`src/hdl/adsr_linear_envelope_core_macros.svh`:
```
// Assertion helpers shared by the envelope core files.
`ifndef ADSR_LINEAR_ENVELOPE_CORE_MACROS_SVH
`define ADSR_LINEAR_ENVELOPE_CORE_MACROS_SVH

// Same-cycle implication, checked at every rising edge outside reset.
`define ADSR_ASSERT_IMP(lbl, clk, rstn, ante, cons) \
  lbl: assert property (@(posedge clk) disable iff (!(rstn)) (ante) |-> (cons)) \
    else $error("envelope core: same-cycle check failed");

// Next-cycle implication.
`define ADSR_ASSERT_NXT(lbl, clk, rstn, ante, cons) \
  lbl: assert property (@(posedge clk) disable iff (!(rstn)) (ante) |=> (cons)) \
    else $error("envelope core: next-cycle check failed");

`endif

```
`src/hdl/adsr_le_pkg.sv`:
```
package adsr_le_pkg;

  localparam int LEVEL_W          = 10;
  localparam int END_W            = 16;
  localparam int PROD_W           = LEVEL_W + END_W;
  localparam int CNT_W            = $clog2(LEVEL_W);
  localparam int MINUTE_WIDTH_DEF = 16;
  localparam int CFG_ADDR_W       = 5;
  localparam int CFG_DATA_W       = 32;
  localparam int REG_ADDR_LSB     = 2;
  localparam int SEG_W            = 3;

  typedef enum logic [2:0] {
    REG_ATTACK_END,
    REG_DECAY_END,
    REG_SUSTAIN_END,
    REG_RELEASE_END,
    REG_PEAK_LEVEL,
    REG_SUSTAIN_LEVEL,
    REG_ENVELOPE_ON
  } reg_idx_e;

  typedef enum logic [SEG_W-1:0] {
    SEG_ATTACK,
    SEG_DECAY,
    SEG_SUSTAIN,
    SEG_RELEASE,
    SEG_FINISHED
  } seg_e;

  typedef enum logic [2:0] {
    ST_IDLE,
    ST_SEG,
    ST_CALC,
    ST_OUT
  } core_state_e;

  typedef enum logic [1:0] {
    MD_IDLE,
    MD_MUL,
    MD_DIV
  } md_state_e;

  typedef struct packed {
    logic [END_W-1:0]   attack_end;
    logic [END_W-1:0]   decay_end;
    logic [END_W-1:0]   sustain_end;
    logic [END_W-1:0]   release_end;
    logic [LEVEL_W-1:0] peak_level;
    logic [LEVEL_W-1:0] sustain_level;
    logic               envelope_on;
  } cfg_t;

  localparam cfg_t CFG_RESET = '{
    attack_end:    '0,
    decay_end:     '0,
    sustain_end:   '0,
    release_end:   '0,
    peak_level:    '0,
    sustain_level: '0,
    envelope_on:   1'b1
  };

  // Request to the serial scale unit: q = a * n / d, with n <= d.
  typedef struct packed {
    logic               start;
    logic [LEVEL_W-1:0] a;
    logic [END_W-1:0]   n;
    logic [END_W-1:0]   d;
  } md_req_t;

  typedef struct packed {
    logic               done;
    logic [LEVEL_W-1:0] q;
  } md_rsp_t;

endpackage

```
`src/hdl/adsr_le_muldiv.sv`:
```
`include "adsr_linear_envelope_core_macros.svh"

module adsr_le_muldiv (
  input  logic                 clk_i,
  input  logic                 rst_ni,
  input  adsr_le_pkg::md_req_t req_i,
  output adsr_le_pkg::md_rsp_t rsp_o
);
  import adsr_le_pkg::*;

  md_state_e          state_q, state_d;
  logic [CNT_W-1:0]   cnt_q, cnt_d;
  logic               done_q, done_d;
  logic [PROD_W-1:0]  acc_q, acc_d;
  logic [LEVEL_W-1:0] a_q, a_d;
  logic [END_W-1:0]   n_q, n_d;
  logic [END_W-1:0]   d_q, d_d;

  logic [END_W:0]     trial;
  logic [END_W:0]     rem;
  logic               ge;

  // Division works on the accumulator in place: the partial remainder sits in
  // the upper bits, the product's low bits shift out at the top of the lower
  // field while quotient bits shift in at the bottom.
  assign trial = {acc_q[PROD_W-1:LEVEL_W], acc_q[LEVEL_W-1]};
  assign ge    = trial >= {1'b0, d_q};
  assign rem   = ge ? trial - {1'b0, d_q} : trial;

  always_comb begin
    state_d = state_q;
    cnt_d   = cnt_q;
    done_d  = 1'b0;
    acc_d   = acc_q;
    a_d     = a_q;
    n_d     = n_q;
    d_d     = d_q;
    case (state_q)
      MD_IDLE: begin
        if (req_i.start) begin
          a_d     = req_i.a;
          n_d     = req_i.n;
          d_d     = req_i.d;
          acc_d   = '0;
          cnt_d   = CNT_W'(LEVEL_W - 1);
          state_d = MD_MUL;
        end
      end
      MD_MUL: begin
        // One multiplier bit per cycle, most significant first.
        acc_d = {acc_q[PROD_W-2:0], 1'b0} + (a_q[LEVEL_W-1] ? PROD_W'(n_q) : '0);
        a_d   = {a_q[LEVEL_W-2:0], 1'b0};
        cnt_d = cnt_q - 1'b1;
        if (cnt_q == '0) begin
          cnt_d   = CNT_W'(LEVEL_W - 1);
          state_d = MD_DIV;
        end
      end
      MD_DIV: begin
        // Since n <= d the quotient fits LEVEL_W bits, so the upper product
        // field already lies below d and only LEVEL_W steps are needed.
        acc_d = {rem[END_W-1:0], acc_q[LEVEL_W-2:0], ge};
        cnt_d = cnt_q - 1'b1;
        if (cnt_q == '0) begin
          done_d  = 1'b1;
          state_d = MD_IDLE;
        end
      end
      default: begin
        state_d = MD_IDLE;
      end
    endcase
  end

  always_ff @(posedge clk_i or negedge rst_ni) begin
    if (!rst_ni) begin
      state_q <= MD_IDLE;
      cnt_q   <= '0;
      done_q  <= 1'b0;
    end else begin
      state_q <= state_d;
      cnt_q   <= cnt_d;
      done_q  <= done_d;
    end
  end

  always_ff @(posedge clk_i) begin
    acc_q <= acc_d;
    a_q   <= a_d;
    n_q   <= n_d;
    d_q   <= d_d;
  end

  assign rsp_o.done = done_q;
  assign rsp_o.q    = acc_q[LEVEL_W-1:0];

  `ADSR_ASSERT_NXT(a_md_start_busy, clk_i, rst_ni, req_i.start && state_q == MD_IDLE, state_q == MD_MUL)
  `ADSR_ASSERT_IMP(a_md_done_idle, clk_i, rst_ni, done_q, state_q == MD_IDLE)

endmodule

```
`src/hdl/adsr_le_cfg.sv`:
```
module adsr_le_cfg (
  input  logic                                clk_i,
  input  logic                                rst_ni,
  input  logic                                psel,
  input  logic                                penable,
  input  logic                                pwrite,
  input  logic [adsr_le_pkg::CFG_ADDR_W-1:0]  paddr,
  input  logic [adsr_le_pkg::CFG_DATA_W-1:0]  pwdata,
  output logic [adsr_le_pkg::CFG_DATA_W-1:0]  prdata,
  output logic                                pready,
  output adsr_le_pkg::cfg_t                   cfg_o
);
  import adsr_le_pkg::*;

  cfg_t     cfg_q, cfg_d;
  reg_idx_e idx;
  logic     wr_en;

  assign idx    = reg_idx_e'(paddr[CFG_ADDR_W-1:REG_ADDR_LSB]);
  assign wr_en  = psel && penable && pwrite;
  assign pready = 1'b1;

  always_comb begin
    cfg_d = cfg_q;
    if (wr_en) begin
      case (idx)
        REG_ATTACK_END:    cfg_d.attack_end    = pwdata[END_W-1:0];
        REG_DECAY_END:     cfg_d.decay_end     = pwdata[END_W-1:0];
        REG_SUSTAIN_END:   cfg_d.sustain_end   = pwdata[END_W-1:0];
        REG_RELEASE_END:   cfg_d.release_end   = pwdata[END_W-1:0];
        REG_PEAK_LEVEL:    cfg_d.peak_level    = pwdata[LEVEL_W-1:0];
        REG_SUSTAIN_LEVEL: cfg_d.sustain_level = pwdata[LEVEL_W-1:0];
        REG_ENVELOPE_ON:   cfg_d.envelope_on   = pwdata[0];
        default: begin
          cfg_d = cfg_q;
        end
      endcase
    end
  end

  always_comb begin
    case (idx)
      REG_ATTACK_END:    prdata = CFG_DATA_W'(cfg_q.attack_end);
      REG_DECAY_END:     prdata = CFG_DATA_W'(cfg_q.decay_end);
      REG_SUSTAIN_END:   prdata = CFG_DATA_W'(cfg_q.sustain_end);
      REG_RELEASE_END:   prdata = CFG_DATA_W'(cfg_q.release_end);
      REG_PEAK_LEVEL:    prdata = CFG_DATA_W'(cfg_q.peak_level);
      REG_SUSTAIN_LEVEL: prdata = CFG_DATA_W'(cfg_q.sustain_level);
      REG_ENVELOPE_ON:   prdata = CFG_DATA_W'(cfg_q.envelope_on);
      default:           prdata = '0;
    endcase
  end

  always_ff @(posedge clk_i or negedge rst_ni) begin
    if (!rst_ni) begin
      cfg_q <= CFG_RESET;
    end else begin
      cfg_q <= cfg_d;
    end
  end

  assign cfg_o = cfg_q;

endmodule

```
`src/hdl/adsr_linear_envelope_core.sv`:
```
// Linear ADSR envelope generator. Each input beat is one minute tick or a
// restart, and each produces exactly one output beat with the level, the
// minute counter, the segment code and the sticky finished flag. A restart
// goes from idle straight to the output state, which loads the output
// register; a tick first passes the segment state, which settles the level
// for a tick in sustain, after the envelope finished or while switched off.
// A tick on a nonzero-length attack, decay or release ramp then waits in the
// calc state for a scale-by-ratio worked out by one shared bit-serial unit,
// ten shift-add multiply steps followed by ten restoring divide steps. The
// next beat is accepted in the cycle after the output register loads. The
// output register lets the next beat be accepted while a result still waits
// downstream; a result that finds the output register still full holds the
// block until it drains. Registers sit on an APB-style port at byte address
// 4*index and should only be written while no beat is in flight.
`include "adsr_linear_envelope_core_macros.svh"

module adsr_linear_envelope_core #(
  parameter int MinuteWidth = adsr_le_pkg::MINUTE_WIDTH_DEF
) (
  input  logic                                clk_i,
  input  logic                                rst_ni,
  input  logic                                psel,
  input  logic                                penable,
  input  logic                                pwrite,
  input  logic [adsr_le_pkg::CFG_ADDR_W-1:0]  paddr,
  input  logic [adsr_le_pkg::CFG_DATA_W-1:0]  pwdata,
  output logic [adsr_le_pkg::CFG_DATA_W-1:0]  prdata,
  output logic                                pready,
  input  logic                                in_valid_i,
  output logic                                in_stall_o,
  input  logic                                restart_i,
  output logic                                out_valid_o,
  input  logic                                out_stall_i,
  output logic [adsr_le_pkg::LEVEL_W-1:0]     level_o,
  output logic [adsr_le_pkg::END_W-1:0]       minute_now_o,
  output logic [adsr_le_pkg::SEG_W-1:0]       segment_o,
  output logic                                finished_o
);
  import adsr_le_pkg::*;

  localparam int CmpW = (MinuteWidth > END_W) ? MinuteWidth : END_W;

  cfg_t    cfg;
  md_req_t md_req;
  md_rsp_t md_rsp;
  logic    md_start;

  core_state_e          state_q, state_d;
  logic [MinuteWidth-1:0] minute_q, minute_d;
  logic [LEVEL_W-1:0]   level_q, level_d;
  logic                 done_q, done_d;
  seg_e                 rseg_q, rseg_d;
  logic [LEVEL_W-1:0]   base_q, base_d;
  logic                 sub_q, sub_d;

  logic                 out_valid_q, out_valid_d;
  logic [LEVEL_W-1:0]   out_level_q, out_level_d;
  logic [END_W-1:0]     out_minute_q, out_minute_d;
  seg_e                 out_seg_q, out_seg_d;
  logic                 out_fin_q, out_fin_d;

  logic [CmpW-1:0]      minute_ext;
  logic [CmpW-1:0]      seg_start;
  seg_e                 seg_raw;
  logic [LEVEL_W-1:0]   seg_a;
  logic [LEVEL_W-1:0]   seg_base;
  logic                 seg_sub;
  logic [END_W-1:0]     seg_num;
  logic [END_W-1:0]     seg_den;
  logic [CmpW-1:0]      num_full;

  adsr_le_cfg u_cfg (
    .clk_i   (clk_i),
    .rst_ni  (rst_ni),
    .psel    (psel),
    .penable (penable),
    .pwrite  (pwrite),
    .paddr   (paddr),
    .pwdata  (pwdata),
    .prdata  (prdata),
    .pready  (pready),
    .cfg_o   (cfg)
  );

  adsr_le_muldiv u_muldiv (
    .clk_i  (clk_i),
    .rst_ni (rst_ni),
    .req_i  (md_req),
    .rsp_o  (md_rsp)
  );

  assign minute_ext = CmpW'(minute_q);

  // First segment whose end the minute has not passed.
  always_comb begin
    if (minute_ext <= CmpW'(cfg.attack_end)) begin
      seg_raw = SEG_ATTACK;
    end else if (minute_ext <= CmpW'(cfg.decay_end)) begin
      seg_raw = SEG_DECAY;
    end else if (minute_ext <= CmpW'(cfg.sustain_end)) begin
      seg_raw = SEG_SUSTAIN;
    end else if (minute_ext <= CmpW'(cfg.release_end)) begin
      seg_raw = SEG_RELEASE;
    end else begin
      seg_raw = SEG_FINISHED;
    end
  end

  // Ramp set-up: level = base -/+ a * (m - start) / den.
  always_comb begin
    case (seg_raw)
      SEG_ATTACK: begin
        seg_start = '0;
        seg_den   = cfg.attack_end;
        seg_base  = '0;
        seg_sub   = 1'b0;
        seg_a     = cfg.peak_level;
      end
      SEG_DECAY: begin
        seg_start = CmpW'(cfg.attack_end);
        seg_den   = cfg.decay_end - cfg.attack_end;
        seg_base  = cfg.peak_level;
        // A decay toward a higher sustain level climbs instead of falling.
        seg_sub   = cfg.peak_level >= cfg.sustain_level;
        seg_a     = seg_sub ? cfg.peak_level - cfg.sustain_level
                            : cfg.sustain_level - cfg.peak_level;
      end
      default: begin
        seg_start = CmpW'(cfg.sustain_end);
        seg_den   = cfg.release_end - cfg.sustain_end;
        seg_base  = cfg.sustain_level;
        seg_sub   = 1'b1;
        seg_a     = cfg.sustain_level;
      end
    endcase
  end

  assign num_full = minute_ext - seg_start;
  assign seg_num  = num_full[END_W-1:0];

  assign md_req.start = md_start;
  assign md_req.a     = seg_a;
  assign md_req.n     = seg_num;
  assign md_req.d     = seg_den;

  always_comb begin
    state_d      = state_q;
    minute_d     = minute_q;
    level_d      = level_q;
    done_d       = done_q;
    rseg_d       = rseg_q;
    base_d       = base_q;
    sub_d        = sub_q;
    md_start     = 1'b0;
    out_valid_d  = out_valid_q && out_stall_i;
    out_level_d  = out_level_q;
    out_minute_d = out_minute_q;
    out_seg_d    = out_seg_q;
    out_fin_d    = out_fin_q;
    case (state_q)
      ST_IDLE: begin
        if (in_valid_i) begin
          if (restart_i) begin
            minute_d = '0;
            level_d  = '0;
            done_d   = 1'b0;
            rseg_d   = SEG_ATTACK;
            state_d  = ST_OUT;
          end else begin
            if (minute_q != {MinuteWidth{1'b1}}) begin
              minute_d = minute_q + MinuteWidth'(1);
            end
            state_d = ST_SEG;
          end
        end
      end
      ST_SEG: begin
        state_d = ST_OUT;
        if (done_q) begin
          rseg_d = SEG_FINISHED;
        end else if (!cfg.envelope_on) begin
          rseg_d = (seg_raw == SEG_FINISHED) ? SEG_RELEASE : seg_raw;
        end else begin
          rseg_d = seg_raw;
          case (seg_raw)
            SEG_FINISHED: begin
              done_d  = 1'b1;
              level_d = '0;
            end
            SEG_SUSTAIN: begin
              level_d = cfg.sustain_level;
            end
            default: begin
              base_d = seg_base;
              sub_d  = seg_sub;
              if (seg_den == '0) begin
                level_d = seg_base;
              end else begin
                md_start = 1'b1;
                state_d  = ST_CALC;
              end
            end
          endcase
        end
      end
      ST_CALC: begin
        if (md_rsp.done) begin
          level_d = sub_q ? base_q - md_rsp.q : base_q + md_rsp.q;
          state_d = ST_OUT;
        end
      end
      ST_OUT: begin
        if (!out_valid_q || !out_stall_i) begin
          out_valid_d  = 1'b1;
          out_level_d  = level_q;
          out_minute_d = minute_ext[END_W-1:0];
          out_seg_d    = rseg_q;
          out_fin_d    = done_q;
          state_d      = ST_IDLE;
        end
      end
      default: begin
        state_d = ST_IDLE;
      end
    endcase
  end

  always_ff @(posedge clk_i or negedge rst_ni) begin
    if (!rst_ni) begin
      state_q     <= ST_IDLE;
      minute_q    <= '0;
      level_q     <= '0;
      done_q      <= 1'b0;
      out_valid_q <= 1'b0;
    end else begin
      state_q     <= state_d;
      minute_q    <= minute_d;
      level_q     <= level_d;
      done_q      <= done_d;
      out_valid_q <= out_valid_d;
    end
  end

  always_ff @(posedge clk_i) begin
    rseg_q       <= rseg_d;
    base_q       <= base_d;
    sub_q        <= sub_d;
    out_level_q  <= out_level_d;
    out_minute_q <= out_minute_d;
    out_seg_q    <= out_seg_d;
    out_fin_q    <= out_fin_d;
  end

  assign in_stall_o   = (state_q != ST_IDLE);
  assign out_valid_o  = out_valid_q;
  assign level_o      = out_level_q;
  assign minute_now_o = out_minute_q;
  assign segment_o    = out_seg_q;
  assign finished_o   = out_fin_q;

  `ADSR_ASSERT_IMP(a_fin_level_zero, clk_i, rst_ni, out_valid_o && finished_o, level_o == '0)
  `ADSR_ASSERT_IMP(a_fin_seg_match, clk_i, rst_ni, out_valid_o, (segment_o == SEG_FINISHED) == finished_o)
  `ADSR_ASSERT_NXT(a_busy_after_beat, clk_i, rst_ni, in_valid_i && !in_stall_o, in_stall_o)
  `ADSR_ASSERT_IMP(a_calc_only_live, clk_i, rst_ni, state_q == ST_CALC, !done_q && cfg.envelope_on)

endmodule

```
`config.mk`:
```
export PLATFORM = sky130hd
export DESIGN_NAME = adsr_linear_envelope_core
export DESIGN_NICKNAME = d
export VERILOG_FILES = /design/src/hdl/adsr_le_pkg.sv /design/src/hdl/adsr_le_muldiv.sv /design/src/hdl/adsr_le_cfg.sv /design/src/hdl/adsr_linear_envelope_core.sv
export VERILOG_INCLUDE_DIRS = /design/src /design/src/hdl
export SDC_FILE = /design/constraint.sdc
export NUM_CORES = 1
export LEC_CHECK = 0
export BUFFER_PORTS_ARGS = -buffer_cell sky130_fd_sc_hd__buf_2
export CAP_MARGIN = 20
export CORE_ASPECT_RATIO = 2
export CORE_UTILIZATION = 50
export DETAILED_ROUTE_END_ITERATION = 10
export GPL_TIMING_DRIVEN = 0
export PLACE_DENSITY = 0.68
export REMOVE_ABC_BUFFERS = 1
export SYNTH_ARGS = -nofsm -noshare
export SYNTH_HDL_FRONTEND = slang
export SYNTH_SLANG_ARGS = --single-unit
```
`constraint.sdc`:
```
create_clock -name clk_i -period 10.6 [get_ports clk_i]
set_input_delay 0.53 -clock clk_i [delete_from_list [all_inputs] [get_ports clk_i]]
set_output_delay 0.53 -clock clk_i [all_outputs]
set_load 0.02 [all_outputs]
```
==> results.rst, run 1 <==
.. list-table::
   :header-rows: 1

   * - Metric
     - Value
   * - Final Critical Period
     - approximately 6.7 ns
   * - Clock-pin slew on the worst setup and hold paths
     - roughly 0.07 ns
   * - Number of synthesis warnings
     - 0
   * - Largest stage delay, worst path
     - a little under 0.8 ns
   * - Buffering stage count on the worst path with inverters included
     - 1
   * - Die H
     - around 270 um
   * - Combined global-route utilization of all metal layers
     - about 31%
   * - WL/cell
     - roughly 22 um
   * - Leakage
     - around 0.0087 uW
   * - Layout cell share with drive strength beyond 1
     - around a tenth
   * - HPWL after detailed placement
     - roughly 43,000 um
   * - Critical path's top delay family
     - compound AO/OA/AOI/OAI gates
   * - Register Area
     - about 0.0064 mm2
   * - Number of nets at the end of the flow
     - about 2,300
   * - Worst hold path endpoint
     - u_cfg.cfg_o[67]
   * - Worst hold margin
     - 0.2174 ns
   * - Buffer depth of the longest clock path
     - 3
   * - Number of antenna violations at the first check in global routing
     - 0
   * - Core Rows
     - between 90 and 100
   * - Via density per instance
     - 6.186
   * - Simple logic cell fraction of the synthesized area
     - between 15 and 20%
   * - Number of resized instances in the post-cts repair step
     - 0
   * - Count of cells along the worst hold path
     - 3
   * - Register bit count reported by yosys
     - around 230
   * - Antenna diode count
     - 0
   * - RSZ-0062 raised after global routing
     - false
   * - WP depth
     - 22
   * - Final standard cell area without fillers
     - between 0.015 and 0.02 mm2
   * - Worst path most repeated cell
     - sky130_fd_sc_hd__a21oi_1
   * - Top cell type by total area after synthesis
     - sky130_fd_sc_hd__edfxtp_1
   * - Slew at the pin closest to its max-slew limit
     - 1.105 ns
   * - Total of buffers placed on input and output ports
     - between 70 and 80
   * - Number of search-and-repair iterations in the first detailed-routing pass
     - 7
   * - Compound-gate portion of the synthesized area
     - 20.34%
   * - Status
     - finished, final reports clean
   * - Multi-input combinational cell area
     - 0.01061 mm2
   * - I/O pin total
     - between 100 and 150
   * - Fin cells
     - between 2,000 and 3,000
   * - Final worst-path setup slack
     - roughly 3.9 ns
   * - Post-synthesis area per instance
     - 8.980 um2
   * - Post-synth EDFFs
     - around 110
   * - Dpl cell area
     - around 0.019 mm2
   * - Placed insts
     - 2,454
   * - Post-synth design cell area
     - 0.01795 mm2
   * - Number of setup violations in the final report
     - 0
   * - Max-Slew Margin vs Limit
     - 26.36%
   * - Post-cts hold buffer count
     - 1
   * - Placeable Area
     - ~0.035 mm2
   * - Share of flip-flops with an asynchronous set or reset after synthesis
     - between 50% and 60%
   * - Biggest fanout along the worst timing path
     - between 40 and 50
   * - Fraction of post-synthesis cell area in the top cell type by area
     - roughly a fifth
   * - Sort of element at the end of the critical path
     - register
   * - Worst min-delay path class
     - input port to register
   * - Iter 0 DRT Violations
     - 1,034
   * - Total number of vias
     - 15,470
   * - Xor-xnor portion of the synthesized cell area
     - a little over 4%
   * - Most common flop cell mapped by yosys
     - sky130_fd_sc_hd__dfrtp_1
   * - Pin count of the biggest net entering global routing
     - 99
   * - Multiplexer area fraction after synthesis
     - ~4.7%
   * - Fin crit share
     - 63.09%
   * - Total Die Area
     - roughly 0.037 mm2
   * - Max_cap viols
     - 0
   * - Total clock sinks
     - around 230
   * - Data arrival time of the worst path
     - 6.98 ns
   * - Top post-synthesis cells by area
     - sky130_fd_sc_hd__edfxtp_1 19%, sky130_fd_sc_hd__dfrtp_1 17%, sky130_fd_sc_hd__ha_1 13%, sky130_fd_sc_hd__o21ai_0 4.8%, sky130_fd_sc_hd__nand2_1 4.3%
   * - CTS tree
     - done
   * - Sequential fraction of the synthesis area
     - 35.75%
   * - Final hold vios
     - 0
   * - Worst vdd rail ir drop
     - 0.1990 mV
   * - Fin Clk Skew
     - ~0.034 ns
   * - DRC Markers
     - 0
   * - Total number of H-tree levels
     - 1
   * - Die extent in x
     - ~140 um
   * - GRT overflow
     - 0
   * - Inserted Clock Buffers
     - 24
   * - Largest family of logic cells by synthesized area
     - compound AO/OA/AOI/OAI gates
   * - Final Routed Wirelength
     - about 55,000 um
   * - Final weighted congestion in routability-driven placement
     - 0.9546
   * - Insertion delay of the later-clocked pin in the worst-skew pair
     - between 0.5 and 0.6 ns
   * - Gate count of the mapped netlist
     - 1,999
   * - Cell depth of the worst flop-to-flop path
     - 22
   * - Number of routed nets with antenna violations
     - 0
   * - PwrDens
     - ~270 mW/mm2
   * - Adder-cell area share of the yosys netlist
     - 13.51%
   * - Layout Area Growth over Synthesis
     - 9.507%
   * - Post-CTS Setup Inserts
     - 0
   * - Maximum frequency from static timing analysis
     - roughly 0.15 GHz
   * - Critical path required time
     - approximately 11 ns
   * - Filler cells
     - between 3,000 and 4,000
   * - Hold_sp
     - pwdata[14]
   * - Worst flop-to-flop path startpoint
     - minute_ext[7]
   * - Wire length of the first global-routing pass
     - 84,830 um
   * - Setup slack of the most critical reg-to-reg path
     - 3.91 ns
   * - Sum of negative setup slack
     - 0 ns
   * - Via count of the first global-routing pass
     - 15,450
   * - Starting density of the core
     - 51.00%
   * - Critical Path Slowest Stage Cell
     - sky130_fd_sc_hd__nand2_2
   * - Clk root buf
     - sky130_fd_sc_hd__clkbuf_16
   * - Max Slew Vio Count
     - 0
   * - Cell variety after synth
     - slightly above 80
   * - Post-placement setup slack
     - 3.905 ns
   * - Destination of the worst register-to-register timing path
     - u_muldiv.n_q[14]
   * - Critical path class
     - register to register
   * - Critical path cell sequence
     - ha_1 -> a21oi_1 -> o21ai_1 -> a221oi_1 -> o221ai_1 -> nand2_2 -> nand2_1 -> a21oi_1 -> ha_1 -> inv_1 -> fa_1 -> a21o_1 -> a21oi_1 -> o21bai_1 -> a21oi_1 -> o21bai_1 -> a21oi_1 -> o21bai_1 -> a2111o_1 -> a31o_2 -> a21oi_1 -> xnor2_1
   * - Worst Setup Start Kind
     - register
[power by group]
| part | internal (uW) | switching [uW] |
|---|---|---|
| registers | 1290 | 274 |
| clock network | 462 | 398 |
| logic | 1130 | 1660 |
[Yosys cell counts, types with 9 or more instances]
master,number
sky130_fd_sc_hd__xnor2_1,51
sky130_fd_sc_hd__mux2i_1,30
sky130_fd_sc_hd__o21a_1,15
sky130_fd_sc_hd__a21o_1,39
sky130_fd_sc_hd__mux4_2,9
sky130_fd_sc_hd__dfrtp_1,121
sky130_fd_sc_hd__inv_1,161
sky130_fd_sc_hd__and2_1,27
sky130_fd_sc_hd__mux2_2,30
sky130_fd_sc_hd__nand2_1,204
sky130_fd_sc_hd__a21boi_0,12
sky130_fd_sc_hd__nor2b_1,36
sky130_fd_sc_hd__nor3_1,30
sky130_fd_sc_hd__and3_1,15
sky130_fd_sc_hd__o22ai_1,12
sky130_fd_sc_hd__nand2b_1,17
sky130_fd_sc_hd__a221oi_1,11
sky130_fd_sc_hd__a31oi_1,21
sky130_fd_sc_hd__a211oi_1,19
sky130_fd_sc_hd__o211ai_1,17
sky130_fd_sc_hd__nor2_1,134
sky130_fd_sc_hd__a22oi_1,19
sky130_fd_sc_hd__clkbuf_1,67
sky130_fd_sc_hd__or3_1,13
sky130_fd_sc_hd__xor2_1,33
sky130_fd_sc_hd__ha_1,181
sky130_fd_sc_hd__a21oi_1,129
sky130_fd_sc_hd__edfxtp_1,112
sky130_fd_sc_hd__nor4_1,11
sky130_fd_sc_hd__o21bai_1,22
sky130_fd_sc_hd__nand4_1,31
sky130_fd_sc_hd__buf_4,17
sky130_fd_sc_hd__o21ai_0,171
sky130_fd_sc_hd__nand3_1,29
[per-stage QoR]
stage | utilization, % | total power [uW]
after floorplan | - | 3476
after global placement | 52.59 | 4181
after detailed placement | 53.48 | 4306
after CTS | 55.69 | 5180
after global routing | 55.85 | 5562
final | 55.85 | 5210
[state kept, by name, summed over array words and instances (netlist names), 16 cells and up]
| register | count |
|---|---|
| u_cfg.cfg_o | 85 |
| u_muldiv.acc_q | 26 |
| minute_ext | 16 |
| minute_now_o | 16 |
| u_muldiv.d_q | 16 |
| u_muldiv.n_q | 16 |
[worst max-delay path by stage]
| stage | slack, ns | to | start |
|---|---|---|---|
| finish | 3.91 | u_muldiv.n_q[14] | minute_ext[7] |
| global route | 3.51 | u_muldiv.n_q[14] | minute_ext[7] |
| CTS | 3.89 | u_muldiv.n_q[14] | minute_ext[7] |
| detailed placement | 3.90 | u_muldiv.n_q[14] | minute_ext[7] |
| global placement | 2.16 | u_muldiv.a_q[0] | minute_ext[14] |
| floorplan | 4.56 | u_muldiv.n_q[14] | minute_ext[13] |
[cell families after synthesis]
logic type                 Yosys count
AOI/OAI and AO/OA                  576
DFF                                234
and+or+nand+nor                    588
xor gates and xnor gates            84
adders and majority gates          189
muxes                               70
other                                2
buffers and inverters              256
[cell usage in the layout, fill, tap and decap left out, types with 31 or more instances in the layout]
cell,instances
sky130_fd_sc_hd__nor2_1,132
sky130_fd_sc_hd__nand4_1,31
sky130_fd_sc_hd__dfrtp_1,121
sky130_fd_sc_hd__buf_2,74
sky130_fd_sc_hd__edfxtp_1,112
sky130_fd_sc_hd__inv_1,161
sky130_fd_sc_hd__a21oi_1,129
sky130_fd_sc_hd__nor2b_1,36
sky130_fd_sc_hd__o21ai_0,170
sky130_fd_sc_hd__a21o_1,39
sky130_fd_sc_hd__xor2_1,33
sky130_fd_sc_hd__xnor2_1,51
sky130_fd_sc_hd__ha_1,181
sky130_fd_sc_hd__nand2_1,203
[final cells by class]
class | count | area share [%]
Clock buffer | 30 | 3.272
Clock inverter | 14 | 0.6365
Inverter | 161 | 3.074
Multi-Input combinational cell | 1524 | 53.95
Sequential cell | 234 | 32.65
Tap cell | 445 | 2.832
Timing Repair Buffer | 93 | 3.590
[per-layer routing]
layer	vias up	global-route usage [%]	share of wire [%]
met5	-	0	0
met4	0	28.89	11
met3	231	3.322	3.9
met2	537	55.01	52
met1	7392	29.86	34
li1	7310	-	-
[worst register-to-register path: cells and delay by family (launching register included)]
| family | cells | cell delay [ns] |
|---|---|---|
| adders and majority gates | 3 | 0.97 |
| and+or+nand+nor | 2 | 0.91 |
| DFF | 1 | 0.71 |
| buffers and inverters | 1 | 0.06 |
| xor gates and xnor gates | 1 | 0.10 |
| AOI/OAI and AO/OA | 15 | 3.65 |
(Power assumes the default switching activity.)
==> run 2: changes to the inputs <==
--- a/config.mk
+++ b/config.mk
@@ -6,13 +6,14 @@
 export SDC_FILE = /design/constraint.sdc
 export NUM_CORES = 1
 export LEC_CHECK = 0
+export ABC_AREA = 1
 export BUFFER_PORTS_ARGS = -buffer_cell sky130_fd_sc_hd__buf_2
 export CAP_MARGIN = 20
 export CORE_ASPECT_RATIO = 2
 export CORE_UTILIZATION = 50
 export DETAILED_ROUTE_END_ITERATION = 10
 export GPL_TIMING_DRIVEN = 0
-export PLACE_DENSITY = 0.68
+export PLACE_DENSITY = 0.7
 export REMOVE_ABC_BUFFERS = 1
 export SYNTH_ARGS = -nofsm -noshare
 export SYNTH_HDL_FRONTEND = slang
==> constraint.sdc (replaced) <==
create_clock -name clk_i -period 5.49 [get_ports clk_i]
set_input_delay 0.2745 -clock clk_i [delete_from_list [all_inputs] [get_ports clk_i]]
set_output_delay 0.2745 -clock clk_i [all_outputs]
set_load 0.02 [all_outputs]
==> results.rst, run 2 <==
.. list-table::
   :header-rows: 1

   * - Metric
     - Value
   * - Xor-xnor portion of the synthesized cell area
     - 2.768% (was 4.098%)
   * - Combined global-route utilization of all metal layers
     - 35.72% (was 30.70%)
   * - Number of routed nets with antenna violations
     - 0 (unchanged)
   * - Critical Path Slowest Stage Cell
     - sky130_fd_sc_hd__a22oi_1 (was sky130_fd_sc_hd__nand2_2)
   * - GRT overflow
     - 0 (unchanged)
   * - Placed insts
     - 2,841 (was 2,454)
   * - PwrDens
     - 544.0 mW/mm2 (was 265.0 mW/mm2)
   * - Via density per instance
     - 5.778 (was 6.186)
   * - Fin cells
     - 2,910 (was 2,501)
   * - Adder-cell area share of the yosys netlist
     - 13.45% (was 13.51%)
   * - Most common flop cell mapped by yosys
     - sky130_fd_sc_hd__dfrtp_1 (unchanged)
   * - Insertion delay of the later-clocked pin in the worst-skew pair
     - 0.55 ns (was 0.57 ns)
   * - Number of setup violations in the final report
     - 0 (unchanged)
   * - Top cell type by total area after synthesis
     - sky130_fd_sc_hd__edfxtp_1 (unchanged)
   * - Core Rows
     - 98 (was 97)
   * - CTS tree
     - done (unchanged)
   * - Status
     - finished, final reports clean (unchanged)
   * - Post-synthesis area per instance
     - 7.635 um2 (was 8.980 um2)
   * - Biggest fanout along the worst timing path
     - 8 (was 42)
   * - Count of cells along the worst hold path
     - 3 (unchanged)
   * - Largest family of logic cells by synthesized area
     - simple AND/OR/NAND/NOR gates (was compound AO/OA/AOI/OAI gates)
   * - Inserted Clock Buffers
     - 23 (was 24)
   * - Final standard cell area without fillers
     - 0.01986 mm2 (was 0.01966 mm2)
   * - Via count of the first global-routing pass
     - 16,390 (was 15,450)
   * - Sort of element at the end of the critical path
     - register (unchanged)
   * - Placeable Area
     - 0.03568 mm2 (was 0.03520 mm2)
   * - Total of buffers placed on input and output ports
     - 74 (unchanged)
   * - Worst min-delay path class
     - input port to register (unchanged)
   * - Post-synth design cell area
     - 0.01803 mm2 (was 0.01795 mm2)
   * - Post-synth EDFFs
     - 112 (unchanged)
   * - Layout cell share with drive strength beyond 1
     - 8.333% (was 9.436%)
   * - Fin crit share
     - 97.11% (was 63.09%)
   * - Highest-count cells in the layout ignoring fill and taps
     - 578 x sky130_fd_sc_hd__nand2_1, 339 x sky130_fd_sc_hd__inv_1, 196 x sky130_fd_sc_hd__o21ai_0 (was 203 x sky130_fd_sc_hd__nand2_1, 181 x sky130_fd_sc_hd__ha_1, 170 x sky130_fd_sc_hd__o21ai_0)
   * - Simple logic cell fraction of the synthesized area
     - 22.55% (was 15.79%)
   * - Commonest non-fill, non-tap cell in the layout
     - sky130_fd_sc_hd__nand2_1 (unchanged)
   * - Layout Area Growth over Synthesis
     - 10.11% (was 9.507%)
   * - Slew at the pin closest to its max-slew limit
     - 1.127 ns (was 1.105 ns)
   * - Pin count of the biggest net entering global routing
     - 93 (was 99)
   * - Die extent in x
     - 136.3 um (was 136.0 um)
   * - Compound-gate portion of the synthesized area
     - 16.16% (was 20.34%)
   * - Cell variety after synth
     - 61 (was 82)
   * - Leakage
     - 0.009635 uW (was 0.008685 uW)
   * - Maximum frequency from static timing analysis
     - 0.1876 GHz (was 0.1495 GHz)
   * - First element of the critical path
     - u_cfg.cfg_o[82] (was minute_ext[7])
   * - Top post-synthesis cells by area
     - sky130_fd_sc_hd__edfxtp_1 19%, sky130_fd_sc_hd__dfrtp_1 17%, sky130_fd_sc_hd__ha_1 13%, sky130_fd_sc_hd__nand2_1 12%, sky130_fd_sc_hd__inv_1 7.1% (was sky130_fd_sc_hd__edfxtp_1 19%, sky130_fd_sc_hd__dfrtp_1 17%, sky130_fd_sc_hd__ha_1 13%, sky130_fd_sc_hd__o21ai_0 4.8%, sky130_fd_sc_hd__nand2_1 4.3%)
   * - I/O pin total
     - 110 (unchanged)
   * - Gate count of the mapped netlist
     - 2,362 (was 1,999)
   * - Final worst-path setup slack
     - 0.1589 ns (was 3.913 ns)
   * - Total number of H-tree levels
     - 1 (unchanged)
   * - Critical path required time
     - 5.81 ns (was 10.89 ns)
   * - Max-Slew Margin vs Limit
     - 24.84% (was 26.36%)
   * - Antenna diode count
     - 0 (unchanged)
   * - Multi-input combinational cell area
     - 0.01002 mm2 (was 0.01061 mm2)
   * - Register Area
     - 0.006420 mm2 (was 0.006417 mm2)
   * - Data arrival time of the worst path
     - 5.65 ns (was 6.98 ns)
   * - Share of flip-flops with an asynchronous set or reset after synthesis
     - 52.14% (unchanged)
   * - Final Critical Period
     - 5.331 ns (was 6.687 ns)
   * - Number of synthesis warnings
     - 0 (unchanged)
   * - Wire length of the first global-routing pass
     - 95,500 um (was 84,830 um)
   * - Total Die Area
     - 0.03688 mm2 (was 0.03671 mm2)
   * - Most numerous cell in the Yosys netlist
     - sky130_fd_sc_hd__nand2_1 (unchanged)
   * - Worst hold margin
     - 0.01937 ns (was 0.2174 ns)
   * - Critical path cell sequence
     - inv_1 -> ha_1 -> nand2_1 -> nor2_4 -> nand2_2 -> clkinv_1 -> nand2_2 -> nand2_2 -> o21ai_4 -> nor2_4 -> buf_4 -> a22oi_1 -> ha_1 -> a21oi_1 -> o21ai_0 -> nand3_1 -> nand2_1 -> nand3_1 -> nand2_1 -> a21oi_1 -> nor2_1 -> nor2_1 -> o21ai_0 -> xor2_1 (was ha_1 -> a21oi_1 -> o21ai_1 -> a221oi_1 -> o221ai_1 -> nand2_2 -> nand2_1 -> a21oi_1 -> ha_1 -> inv_1 -> fa_1 -> a21o_1 -> a21oi_1 -> o21bai_1 -> a21oi_1 -> o21bai_1 -> a21oi_1 -> o21bai_1 -> a2111o_1 -> a31o_2 -> a21oi_1 -> xnor2_1)
   * - Fraction of post-synthesis cell area in the top cell type by area
     - 18.65% (was 18.74%)
   * - Clk root buf
     - sky130_fd_sc_hd__clkbuf_16 (unchanged)
   * - Final hold vios
     - 0 (unchanged)
   * - Final weighted congestion in routability-driven placement
     - 1.019 (was 0.9546)
   * - Total number of vias
     - 16,810 (was 15,470)
   * - WL/cell
     - 22.25 um (was 22.16 um)
   * - Sequential fraction of the synthesis area
     - 35.58% (was 35.75%)
   * - Largest stage delay, worst path
     - 0.73 ns (was 0.78 ns)
   * - RSZ-0062 raised after global routing
     - true (was false)
   * - Filler cells
     - 3,350 (was 3,259)
   * - Dpl cell area
     - 0.01883 mm2 (was 0.01882 mm2)
   * - Final Routed Wirelength
     - 64,760 um (was 55,410 um)
   * - Cell depth of the worst flop-to-flop path
     - 24 (was 22)
   * - Post-placement setup slack
     - -0.1448 ns (was 3.905 ns)
   * - DRC Markers
     - 0 (unchanged)
   * - Worst flop-to-flop path startpoint
     - u_cfg.cfg_o[82] (was minute_ext[7])
   * - Starting density of the core
     - 50.54% (was 51.00%)
   * - Ranking of synthesized cells by instance count
     - 578 x sky130_fd_sc_hd__nand2_1, 339 x sky130_fd_sc_hd__inv_1, 196 x sky130_fd_sc_hd__o21ai_0, 190 x sky130_fd_sc_hd__a21oi_1, 181 x sky130_fd_sc_hd__ha_1 (was 204 x sky130_fd_sc_hd__nand2_1, 181 x sky130_fd_sc_hd__ha_1, 171 x sky130_fd_sc_hd__o21ai_0, 161 x sky130_fd_sc_hd__inv_1, 134 x sky130_fd_sc_hd__nor2_1)
   * - Number of search-and-repair iterations in the first detailed-routing pass
     - 6 (was 7)
   * - Total clock sinks
     - 234 (unchanged)
   * - Clock-pin slew on the worst setup and hold paths
     - 0.07 ns (about the same)
   * - Critical path class
     - register to register (unchanged)
   * - Number of nets at the end of the flow
     - 2,677 (was 2,272)
   * - Register bit count reported by yosys
     - 234 (unchanged)
   * - Number of antenna violations at the first check in global routing
     - 0 (unchanged)
   * - Iter 0 DRT Violations
     - 1,201 (was 1,034)
   * - Multiplexer area fraction after synthesis
     - 0% (was 4.747%)
   * - Worst vdd rail ir drop
     - 0.4415 mV (was 0.1990 mV)
   * - HPWL after detailed placement
     - 50,390 um (was 43,230 um)
   * - Max Slew Vio Count
     - 0 (unchanged)
   * - Worst Setup Start Kind
     - register (unchanged)
   * - Max_cap viols
     - 0 (unchanged)
   * - Fin Clk Skew
     - 0.01365 ns (was 0.03367 ns)
   * - Die H
     - 270.6 um (was 270.0 um)
   * - Largest register FFs
     - 85 (unchanged)
   * - Buffer depth of the longest clock path
     - 3 (unchanged)
   * - Hold_sp
     - pwdata[4] (was pwdata[14])
-- run 2: cell count changes after synthesis, sizes merged, moves of 22 or more --
cell    delta
nand2    +389
inv      +183
nand3    +116
a21oi     +65
nor2b     -36
a21o      -33
o21ai     +33
xnor2     -33
clkbuf    -31
mux2      -31
mux2i     -30
and2      -22
-- run 2: through the flow --
step / util, % / setup TNS [ns] / power [uW]
floorplan: - / 0 / 7044
global placement: 52.21 / -76.66 / 8768
detailed placement: 52.78 / -0.2854 / 8924
CTS: 55.20 / 0 / 10610
global route: 55.66 / -0.02058 / 11580
finish: 55.66 / 0 / 10800
-- run 2: kinds of logic after synthesis --
logic type | count (synthesis)
AO/OA/AOI/OAI | 515
AND/OR/NAND/NOR | 944
flip-flops | 234
XOR/XNOR | 57
buffers and inverters | 421
adder cells (fa/ha/maj) | 189
other | 2
-- run 2: final timing paths --
kind,end,slack [ns]
max,u_muldiv.n_q[13],0.16
min,u_cfg.cfg_o[5],0.02
max reg2reg,u_muldiv.n_q[13],0.16
min reg2reg,segment_o[1],0.42
max in group asynchronous,u_cfg.cfg_o[78],4.46
min in group asynchronous,level_q[9],0.18
-- run 2: what timing repair did --
action,in CTS,in global routing
pin swaps,3,7
endpoints found under the hold margin,40,0
gates resized for setup,0,5
gates cloned,3,0
hold buffers,10,0
setup endpoints to repair,2,5
setup buffers,0,9
-- run 2: critical path: cells and delay by family, from the launching register on --
kind,cells,cell delay (ns)
adders and majority gates,2,0.75
AOI/OAI and AO/OA,6,1.49
buffers and inverters,3,0.63
xor gates and xnor gates,1,0.36
DFF,1,0.44
and+or+nand+nor,12,1.40
-- run 2: per-layer routing --
| layer | global-route usage (%) | up-vias | wire (um) | share of wire, % |
|---|---|---|---|---|
| met5 | 0 | - | 0 | 0 |
| met4 | 36.81 | 0 | 7984 | 12 |
| met2 | 62.37 | 655 | 32550 | 50 |
| met3 | 6.333 | 273 | 3494 | 5.4 |
| li1 | - | 8063 | - | - |
| met1 | 33.23 | 7823 | 20730 | 32 |
-- run 2: power by group --
part           total, uW  switching [uW]  internal [uW]
registers           3030             489           2540
clock network       1630             722            911
logic               6140            4140           2010
total              10800            5350           5460
-- run 2: layout make-up --
| cell class | instances | area share [%] |
|---|---|---|
| multi-input combinational | 1725 | 50.47 |
| sequential | 234 | 32.33 |
| inverter | 349 | 6.597 |
| timing repair buffer | 110 | 4.026 |
| clock buffer | 33 | 3.238 |
| tap | 450 | 2.835 |
| clock inverter | 9 | 0.5040 |
==> run 3: changes to the inputs <==
--- a/config.mk
+++ b/config.mk
@@ -11,6 +11,7 @@
 export CAP_MARGIN = 20
 export CORE_ASPECT_RATIO = 2
 export CORE_UTILIZATION = 50
+export CTS_BUF_LIST = sky130_fd_sc_hd__clkbuf_2
 export DETAILED_ROUTE_END_ITERATION = 10
 export GPL_TIMING_DRIVEN = 0
 export PLACE_DENSITY = 0.7
==> results.rst, run 3 (same netlist as run 2, synthesis figures left out) <==
.. list-table::
   :header-rows: 1

   * - Metric
     - Value
   * - Buffer depth of the longest clock path
     - 3 (unchanged)
   * - WL/cell
     - 21.85 um (was 22.25 um)
   * - Worst Setup Start Kind
     - register (unchanged)
   * - Combined global-route utilization of all metal layers
     - 36.10% (was 35.72%)
   * - Critical Path Slowest Stage Cell
     - sky130_fd_sc_hd__dfrtp_2 (was sky130_fd_sc_hd__a22oi_1)
   * - Critical path cell sequence
     - clkinvlp_4 -> ha_1 -> nand2_1 -> nor2_1 -> nand2_2 -> clkinv_1 -> nand2_2 -> nand2_2 -> o21ai_4 -> nor2_4 -> a22oi_1 -> ha_1 -> nand2_1 -> o21ai_0 -> nand3_1 -> nand2_1 -> nand3_1 -> nand2_1 -> a21oi_1 -> nor2_1 -> nor2_1 -> o21ai_0 -> xor2_1 (was inv_1 -> ha_1 -> nand2_1 -> nor2_4 -> nand2_2 -> clkinv_1 -> nand2_2 -> nand2_2 -> o21ai_4 -> nor2_4 -> buf_4 -> a22oi_1 -> ha_1 -> a21oi_1 -> o21ai_0 -> nand3_1 -> nand2_1 -> nand3_1 -> nand2_1 -> a21oi_1 -> nor2_1 -> nor2_1 -> o21ai_0 -> xor2_1)
   * - Wire length of the first global-routing pass
     - 96,430 um (was 95,500 um)
   * - Worst hold margin
     - 0.07261 ns (was 0.01937 ns)
   * - Die extent in x
     - 136.3 um (unchanged)
   * - Max Slew Vio Count
     - 0 (unchanged)
   * - Total number of vias
     - 17,140 (was 16,810)
   * - Inserted Clock Buffers
     - 55 (was 23)
   * - Number of setup violations in the final report
     - 0 (unchanged)
   * - Setup slack of the most critical reg-to-reg path
     - 0.26 ns (was 0.16 ns)
   * - Final worst-path setup slack
     - 0.2596 ns (was 0.1589 ns)
   * - Number of search-and-repair iterations in the first detailed-routing pass
     - 7 (was 6)
   * - Core Rows
     - 98 (unchanged)
   * - Insertion delay of the later-clocked pin in the worst-skew pair
     - 0.99 ns (was 0.55 ns)
   * - Via density per instance
     - 5.740 (was 5.778)
   * - Number of antenna violations at the first check in global routing
     - 2 (was 0)
   * - Critical path's top delay family
     - simple AND/OR/NAND/NOR gates (was compound AO/OA/AOI/OAI gates)
   * - Iter 0 DRT Violations
     - 1,086 (was 1,201)
   * - Final hold vios
     - 0 (unchanged)
   * - Max-Slew Margin vs Limit
     - 23.84% (was 24.84%)
   * - Starting density of the core
     - 50.54% (unchanged)
   * - Total of buffers placed on input and output ports
     - 74 (unchanged)
   * - Data arrival time of the worst path
     - 5.95 ns (was 5.65 ns)
   * - Largest register FFs
     - 85 (unchanged)
   * - Die H
     - 270.6 um (unchanged)
   * - Leakage
     - 0.009712 uW (was 0.009635 uW)
   * - Worst path most repeated cell
     - sky130_fd_sc_hd__nand2_1
   * - I/O pin total
     - 110 (unchanged)
   * - Clock-pin slew on the worst setup and hold paths
     - 0.12 ns (was 0.07 ns)
   * - GRT overflow
     - 0 (unchanged)
   * - Placed insts
     - 2,841 (unchanged)
   * - Maximum frequency from static timing analysis
     - 0.1912 GHz (was 0.1876 GHz)
   * - Pin count of the biggest net entering global routing
     - 93 (unchanged)
   * - Total number of H-tree levels
     - 2 (was 1)
   * - Total Die Area
     - 0.03688 mm2 (unchanged)
   * - HPWL after detailed placement
     - 50,390 um (unchanged)
   * - Biggest fanout along the worst timing path
     - 14 (was 8)
   * - Largest stage delay, worst path
     - 0.49 ns (was 0.73 ns)
   * - Commonest non-fill, non-tap cell in the layout
     - sky130_fd_sc_hd__nand2_1 (unchanged)
   * - Final Routed Wirelength
     - 65,280 um (was 64,760 um)
   * - Slew at the pin closest to its max-slew limit
     - 1.142 ns (was 1.127 ns)
   * - Layout Area Growth over Synthesis
     - 10.05% (was 10.11%)
   * - Placeable Area
     - 0.03568 mm2 (unchanged)
   * - Highest-count cells in the layout ignoring fill and taps
     - 578 x sky130_fd_sc_hd__nand2_1, 338 x sky130_fd_sc_hd__inv_1, 196 x sky130_fd_sc_hd__o21ai_0 (was 578 x sky130_fd_sc_hd__nand2_1, 339 x sky130_fd_sc_hd__inv_1, 196 x sky130_fd_sc_hd__o21ai_0)
   * - Buffering stage count on the worst path with inverters included
     - 2 (was 3)
   * - Fin crit share
     - 95.27% (was 97.11%)
   * - Clk root buf
     - sky130_fd_sc_hd__clkbuf_2 (was sky130_fd_sc_hd__clkbuf_16)
   * - Final weighted congestion in routability-driven placement
     - 1.019 (unchanged)
   * - Number of routed nets with antenna violations
     - 0 (unchanged)
   * - Number of nets at the end of the flow
     - 2,727 (was 2,677)
   * - CTS tree
     - done (unchanged)
   * - Max_cap viols
     - 0 (unchanged)
   * - Total clock sinks
     - 234 (unchanged)
   * - Via count of the first global-routing pass
     - 16,790 (was 16,390)
   * - DRC Markers
     - 0 (unchanged)
   * - Sort of element at the end of the critical path
     - register (unchanged)
   * - Post-placement setup slack
     - -0.1448 ns (unchanged)
   * - Fin Clk Skew
     - 0.07397 ns (was 0.01365 ns)
   * - Layout cell share with drive strength beyond 1
     - 9.976% (was 8.333%)
   * - Worst vdd rail ir drop
     - 0.4392 mV (was 0.4415 mV)
   * - Critical path class
     - register to register (unchanged)
   * - Final Critical Period
     - 5.230 ns (was 5.331 ns)
   * - PwrDens
     - 524.5 mW/mm2 (was 544.0 mW/mm2)
   * - RSZ-0062 raised after global routing
     - false (was true)
   * - Worst min-delay path class
     - input port to register (unchanged)
   * - Status
     - finished, final reports clean (unchanged)
   * - Fin cells
     - 2,987 (was 2,910)
   * - Critical path required time
     - 6.21 ns (was 5.81 ns)
run 3: cell types whose count changed in the layout (fill, tap and decap cells not counted), sizes merged:
cell / before / now
diode: 0 / 1
inv: 345 / 344
buf: 99 / 97
bufinv: 2 / 1
clkinv: 10 / 26
clkbuf: 34 / 78
dlygate4sd3: 10 / 30
run 3: tightest hold or removal path: stages:
cell and delay [ns]:
sky130_fd_sc_hd__dlygate4sd3_1 0.52, sky130_fd_sc_hd__buf_2 0.11, sky130_fd_sc_hd__nand2_1 0.05, sky130_fd_sc_hd__o21ai_0 0.06
run 3: stage by stage:
| step | util [%] | TNS (ns) | total power [uW] | instance area (um2) |
|---|---|---|---|---|
| CTS | 55.15 | 0 | 10190 | 19680 |
| detailed placement | 52.78 | -0.2854 | 8924 | 18830 |
| finish | 55.62 | 0 | 10410 | 19850 |
| global placement | 52.21 | -76.66 | 8768 | 18630 |
| global route | 55.62 | 0 | 11190 | 19850 |
| floorplan | - | 0 | 7044 | 17700 |
run 3: where the power goes:
group	switching (uW)	leakage [uW]	internal, uW	total (uW)
Clock	768	0.000376	431	1200
Combinational	4140	0.00667	2040	6180
Sequential	494	0.00266	2530	3030
Total	5410	0.00971	5000	10400
run 3: final cells by class:
cell class                 instances  area (um2)
tap                              450       563.0
multi-input combinational       1725       10050
sequential                       234        6419
clock inverter                    23       118.9
antenna                            1       2.502
fill                            3413       15830
inverter                         349        1314
timing repair buffer             128       997.2
clock buffer                      77       385.4
run 3: path summary, 6_finish.rpt:
path | from | end | cells after the start
setup / recovery | u_cfg.cfg_o[78] | u_muldiv.n_q[13] | 23
hold / removal | pwdata[1] | u_cfg.cfg_o[2] | 4
setup reg to reg | u_cfg.cfg_o[78] | u_muldiv.n_q[13] | 23
hold reg to reg | level_q[8] | level_o[8] | 0
max in group asynchronous | rst_ni | u_cfg.cfg_o[56] | 4
min in group asynchronous | rst_ni | out_valid_o | 4
run 3: what timing repair did:
item,4_1_cts,5_1_grt
buffers inserted,0,6
gates resized for setup,0,8
endpoints found under the hold margin,260,0
pin swaps,3,6
setup endpoints to repair,2,5
cloned,3,0
hold buffers,31,0
run 3: per-layer routing:
layer,routed length [um],share of wire [%],vias to the layer above,global-route usage (%)
met5,13,0.020,-,0
met4,8144,12,2,36.87
met3,3621,5.5,315,6.933
met2,32740,50,694,63.41
met1,20760,32,7920,33.03
li1,-,-,8213,-
